<file path="src/rtl/bmur_pkg.sv">
`default_nettype none
// ----------------------------------------------------------------------------
// bmur_pkg
// Shared types and constants for the bus memory and UART responder.
// ----------------------------------------------------------------------------
package bmur_pkg;

    localparam int unsigned MemDepth  = 65536;
    localparam int unsigned MemAddrW  = $clog2(MemDepth);
    localparam int unsigned LimitW    = 17;
    localparam int unsigned CfgIndexW = 2;
    localparam int unsigned CfgDataW  = 17;

    // Item operation codes.
    localparam logic [1:0] OP_BUS     = 2'd0;
    localparam logic [1:0] OP_RECEIVE = 2'd1;
    localparam logic [1:0] OP_POLL    = 2'd2;
    localparam logic [1:0] OP_PRELOAD = 2'd3;

    // Configuration register indexes.
    localparam logic [CfgIndexW-1:0] CFG_PROTECT_LIMIT = 2'd0;
    localparam logic [CfgIndexW-1:0] CFG_UART_BASE     = 2'd1;

    localparam logic [LimitW-1:0] PROTECT_LIMIT_RST = 17'h08000;
    localparam logic [15:0]       UART_BASE_RST     = 16'hE000;

    // UART status bits: bit 1 transmit empty, bit 0 receive full.
    localparam logic [1:0] STATUS_RST = 2'b10;
    localparam int unsigned ST_RX_FULL  = 0;
    localparam int unsigned ST_TX_EMPTY = 1;

    typedef struct packed {
        logic [1:0]  op;
        logic [29:0] bus_word;
        logic [7:0]  host_byte;
        logic [15:0] load_address;
    } t_in_item;

    typedef struct packed {
        logic [7:0] read_data;
        logic       read_valid;
        logic [7:0] tx_byte;
        logic       tx_valid;
        logic       host_accepted;
    } t_out_item;

    typedef struct packed {
        logic                re;
        logic                we;
        logic [MemAddrW-1:0] addr;
        logic [7:0]          wdata;
    } t_mem_req;

endpackage : bmur_pkg
`default_nettype wire

</file>
<file path="src/rtl/bmur_ctrl.sv">
`default_nettype none
// ----------------------------------------------------------------------------
// bmur_ctrl
// Bus decode, UART registers, memory request and the output register.
// ----------------------------------------------------------------------------
module bmur_ctrl (
    input  wire logic                        i_clk,
    input  wire logic                        i_rst_n,
    input  wire logic [bmur_pkg::LimitW-1:0] i_protect_limit,
    input  wire logic [15:0]                 i_uart_base,
    input  wire logic                        i_in_valid,
    output logic                             o_in_ready,
    input  wire bmur_pkg::t_in_item          i_in_item,
    output logic                             o_out_valid,
    input  wire logic                        i_out_ready,
    output bmur_pkg::t_out_item              o_out_item,
    output bmur_pkg::t_mem_req               o_mem_req,
    input  wire logic [7:0]                  i_mem_rdata
);
    import bmur_pkg::*;

    logic [1:0]      r_status, n_status;
    logic [7:0]      r_rx_hold, n_rx_hold;
    logic [7:0]      r_tx_hold, n_tx_hold;
    logic            r_out_valid;
    logic            r_use_mem;
    t_out_item       r_out, n_out;
    logic            n_use_mem;
    logic            accept;
    logic [15:0]     bus_addr;
    logic [15:0]     stat_addr;
    logic            is_io;
    logic            is_write;
    logic [7:0]      dbus;
    logic            above_limit;
    t_mem_req        mem_req;

    assign o_in_ready = !r_out_valid || i_out_ready;
    assign accept     = i_in_valid && o_in_ready;

    assign bus_addr    = {i_in_item.bus_word[29:27], i_in_item.bus_word[20:8]};
    assign is_io       = i_in_item.bus_word[23];
    assign is_write    = !i_in_item.bus_word[22];
    assign dbus        = i_in_item.bus_word[7:0];
    assign stat_addr   = i_uart_base + 16'd1;
    assign above_limit = {1'b0, bus_addr} >= i_protect_limit;

    always_comb begin
        n_status      = r_status;
        n_rx_hold     = r_rx_hold;
        n_tx_hold     = r_tx_hold;
        n_out         = '0;
        n_use_mem     = 1'b0;
        mem_req       = '0;
        mem_req.addr  = bus_addr;
        mem_req.wdata = dbus;
        unique case (i_in_item.op)
            OP_BUS: begin
                if (!is_io) begin
                    if (is_write) begin
                        if (bus_addr == i_uart_base) begin
                            n_tx_hold             = dbus;
                            n_status[ST_TX_EMPTY] = 1'b0;
                        end else if (above_limit) begin
                            mem_req.we = 1'b1;
                        end
                    end else begin
                        n_out.read_valid = 1'b1;
                        if (bus_addr == stat_addr) begin
                            n_out.read_data = {6'd0, r_status};
                        end else if (bus_addr == i_uart_base) begin
                            n_out.read_data      = r_rx_hold;
                            n_status[ST_RX_FULL] = 1'b0;
                        end else begin
                            mem_req.re = 1'b1;
                            n_use_mem  = 1'b1;
                        end
                    end
                end else if (!is_write) begin
                    n_out.read_valid = 1'b1;
                    n_out.read_data  = dbus;
                end
            end
            OP_RECEIVE: begin
                if (!r_status[ST_RX_FULL]) begin
                    n_rx_hold            = i_in_item.host_byte;
                    n_status[ST_RX_FULL] = 1'b1;
                    n_out.host_accepted  = 1'b1;
                end
            end
            OP_POLL: begin
                if (!r_status[ST_TX_EMPTY]) begin
                    n_out.tx_byte         = r_tx_hold;
                    n_out.tx_valid        = 1'b1;
                    n_status[ST_TX_EMPTY] = 1'b1;
                end
            end
            OP_PRELOAD: begin
                mem_req.we    = 1'b1;
                mem_req.addr  = i_in_item.load_address;
                mem_req.wdata = i_in_item.host_byte;
            end
            default: begin
            end
        endcase
        // Nothing reaches the memory unless the item is actually taken.
        mem_req.re = mem_req.re && accept;
        mem_req.we = mem_req.we && accept;
    end

    assign o_mem_req = mem_req;

    always_ff @(posedge i_clk) begin
        if (!i_rst_n) begin
            r_status    <= STATUS_RST;
            r_rx_hold   <= '0;
            r_tx_hold   <= '0;
            r_out_valid <= 1'b0;
        end else begin
            if (accept) begin
                r_status  <= n_status;
                r_rx_hold <= n_rx_hold;
                r_tx_hold <= n_tx_hold;
            end
            if (o_in_ready) begin
                r_out_valid <= i_in_valid;
            end
        end
    end

    always_ff @(posedge i_clk) begin
        if (accept) begin
            r_out     <= n_out;
            r_use_mem <= n_use_mem;
        end
    end

    // The RAM output register only changes on an accepted read, so it holds
    // while the result item is stalled.
    always_comb begin
        o_out_item = r_out;
        if (r_use_mem) begin
            o_out_item.read_data = i_mem_rdata;
        end
    end

    assign o_out_valid = r_out_valid;

endmodule : bmur_ctrl
`default_nettype wire

</file>
<file path="config.mk">
export PLATFORM = sky130hd
export DESIGN_NAME = bmur_ctrl
export DESIGN_NICKNAME = d
export VERILOG_FILES = /design/src/rtl/bmur_pkg.sv /design/src/rtl/bmur_ctrl.sv
export SDC_FILE = /design/constraint.sdc
export NUM_CORES = 1
export LEC_CHECK = 0
export BUFFER_PORTS_ARGS = -buffer_cell sky130_fd_sc_hd__buf_2
export CAP_MARGIN = 20
export CORE_MARGIN = 3
export CORE_UTILIZATION = 49
export CTS_BUF_LIST = sky130_fd_sc_hd__clkbuf_2
export DETAILED_ROUTE_END_ITERATION = 16
export PLACE_DENSITY_LB_ADDON = 0.12
export SYNTH_ARGS = -nofsm -noshare
export SYNTH_HDL_FRONTEND = slang
export SYNTH_SLANG_ARGS = --single-unit
</file>
<file path="constraint.sdc">
create_clock -name i_clk -period 3.76 [get_ports i_clk]
set_input_delay 0.752 -clock i_clk [delete_from_list [all_inputs] [get_ports i_clk]]
set_output_delay 0.752 -clock i_clk [all_outputs]
set_load 0.1 [all_outputs]
</file>
==> metrics.md <==
| Metric | Value |
|---|---|
| Seq/Total Area, Yosys | `30.9%` |
| Clock Skew | `0.00672 ns` |
| Hold crit path type | `reg2reg` |
| Htree depth | `2` |
| Post-CTS Hold Buffers | `0` |
| Yosys warns | `0` |
| Post-synth EDFFs | `20` |
| Max Cap Viol | `0` |
| Die height | `86.5 um` |
| CP Data Arrival Time | `2.92 ns` |
| Peak supply drop | `0.214 mV` |
| Synth Instances | `345` |
| Skew-Pair Late Insertion Delay | `around 0.40 ns` |
| Most common library cell in the layout ignoring fill and taps | `buf_2` |
| DRC | `0` |
| Routed WL | `slightly below 9000 um` |
| Max Transition Viols Final | `0` |
| RSZ-0062 raised after global routing | `no` |
| Crit. End Element | `primary output` |
| Die width | `approximately 87 um` |
| Initial Utilization | `52.1%` |
| Inst Count DP | `560` |
| Placed Area | `4030 um^2` |
| Crit start category | `input port` |
| N_diodes | `0` |
| Top Ports | `148` |
| Fraction of layout cells with a size suffix above 1 | `42.6%` |
| Post-route cell area | `4110 um^2` |
| Count of nets after finishing | `614` |
| Vias post-DR | `3044` |
| Rows | `28` |
| Yosys reg bits | `39` |
| Max Root-Sink Buffers | `2` |
| Vias in the first global route | `2894` |
| CTS Buf Count | `5` |
| Fin cells | `568` |
| Worst Path Max Fanout | `3` |
| Antenna-violating nets left | `0` |
| P&R area growth vs syn | `29.3%` |
| Port Buffers | `143` |
| Hold Vio Cnt, Final | `0` |
| Pwr/cell area | `about 310 nW/um^2` |
| Yosys top cell by area | `edfxtp_1` |
| GR Util All Layers | `between 20% and 30%` |
| # fillers | `518` |
| WHS | `0.523 ns` |
| F_max | `272 MHz` |
| Clk root buf | `clkbuf_2` |
| Initial antenna violation count | `0` |
| Gr ovfl total | `0` |
| Tmin final | `3.68 ns` |
| Syn nets | `467` |
| Worst path required time | `between 3 and 4 ns` |
| Clock sinks | `39` |
| P_leak | `between 1.5 and 2 nW` |
| First-pass GRT wire length | `~14000 um` |
| Syn avg cell area | `9.21 um^2` |
| Fin crit share | `97.8%` |
| Top_reg_cell synth | `edfxtp_1` |
| DR vias/cell | `5.36` |
| Iter 0 DRT Violations | `194` |
| Drt pass-1 iters | `4` |
| Largest net degree at the start of global routing | `25` |
| Ys async rst share | `0%` |
| Routed WL per cell | `15.4 um` |
| Synth top area cells | `edfxtp_1 (19%), dfxtp_1 (12%), mux2_2 (10%)` |
| Die area | `7490 um^2` |
| Routability cong. | `a little over 0.9` |
| Worst-path clk slew | `0.20 ns` |
| Post-CTS Setup Bufs | `0` |
| Setup violators final | `0` |
| Unique masters post-synth | `52` |
| Core Region | `6100 um^2` |
| Outcome | `finished, final reports clean` |
| Post-DP HPWL | `between 7000 and 8000 um` |
| CTS tree | `built` |
| WS Path Type | `in2out` |
| Post-Synthesis Cell Area | `3180 um^2` |
| Commonest non-fill, non-tap cells in the layout | `buf_2 (141), mux2_2 (29), nand2_1 (28), inv_1 (27), buf_4 (22)` |
| Relative slew slack | `about three fifths` |
| Worst-margin pin slew | `0.587 ns` |
| Area share of the largest cell type after synthesis | `18.9%` |
## state kept, by name (all words and copies together) (netlist names)
register and count:
o_out_item 11, o_out_valid 1, r_out 8, r_rx_hold 8, r_status 2, r_tx_hold 8, r_use_mem 1
## report_power, final
part	switching, W	internal [W]	total [W]
Sequential	0.00000635	0.000462	0.000469
Combinational	0.000401	0.000153	0.000554
Clock	0.000148	0.000113	0.000261
Total	0.000555	0.000728	0.00128
## routing by layer
metal / routed length (um) / track usage (%)
met5: 0 / 0
met3: 719 / 4.85
met2: 3940 / 35.3
met1: 4080 / 34.3
met4: 18 / 3.12
## critical path, cell delays in order
cell,delay [ns]
buf_2,0.11
ha_1,0.23
o21ba_2,0.20
a221o_1,0.33
a211o_1,0.25
a2111oi_0,0.41
nand4_1,0.19
nor3b_4,0.21
buf_4,0.24
## kinds of logic after synthesis
logic type / count (synthesis) / synth area share, %
buffers and inverters: 51 / 7.72
xor gates and xnor gates: 20 / 5.51
and+or+nand+nor: 116 / 20.6
AOI/OAI and AO/OA: 51 / 11.1
DFF: 39 / 30.9
muxes: 47 / 16.0
adders and majority gates: 21 / 8.27
## metrics by stage
step	setup WS (ns)	total power, W	util, %	TNS (ns)
6_report	0.0836	0.00128	67.4	0
5_1_grt	0.0239	0.00134	67.4	0
4_1_cts	0.0516	0.00129	67.3	0
3_5_place_dp	0.00601	0.00103	66.1	0
3_3_place_gp	0.0239	0.00102	66.1	0
2_1_floorplan	-0.488	0.000892	-	-1.88
## synthesized netlist by cell type, drive strengths merged (3+ instances only)
master / number
ha: 21
nor4: 4
or2: 3
clkbuf: 10
a21o: 6
nor2: 9
mux2i: 18
nand2: 28
nor4b: 4
buf: 14
nor2b: 20
inv: 27
nand3b: 7
nand3: 9
mux2: 29
nand4: 7
o21ai: 6
dfxtp: 19
edfxtp: 20
nor3: 4
and2: 10
xnor2: 8
and3: 3
a21oi: 13
a31oi: 3
xor2: 12
## final timing paths
check / cells after the start / endpoint / slack [ns] / startpoint
setup / recovery: 9 / o_mem_req[25] / 0.08 / i_uart_base[0]
hold / removal: 2 / r_status[0] / 0.52 / r_status[0]
setup reg to reg: 7 / r_rx_hold[5] / 1.95 / o_out_valid
hold reg to reg: 2 / r_status[0] / 0.52 / r_status[0]
## area by class of cell
type | count | area [um^2] | area share (%)
clock inverters | 3 | 43.8 | 1.07
inverters | 27 | 101 | 2.47
clock buffers | 5 | 25.0 | 0.609
flip-flops and latches | 39 | 981 | 23.9
well taps | 75 | 93.8 | 2.29
multi-input cells | 255 | 1980 | 48.2
repair buffers | 164 | 882 | 21.5
## what timing repair did
item | CTS | global route
pin swaps | 0 | 0
gates cloned | 0 | 0
resized for setup | 2 | 2
setup endpoints to repair | 2 | 1
(Power assumes the default switching activity.)
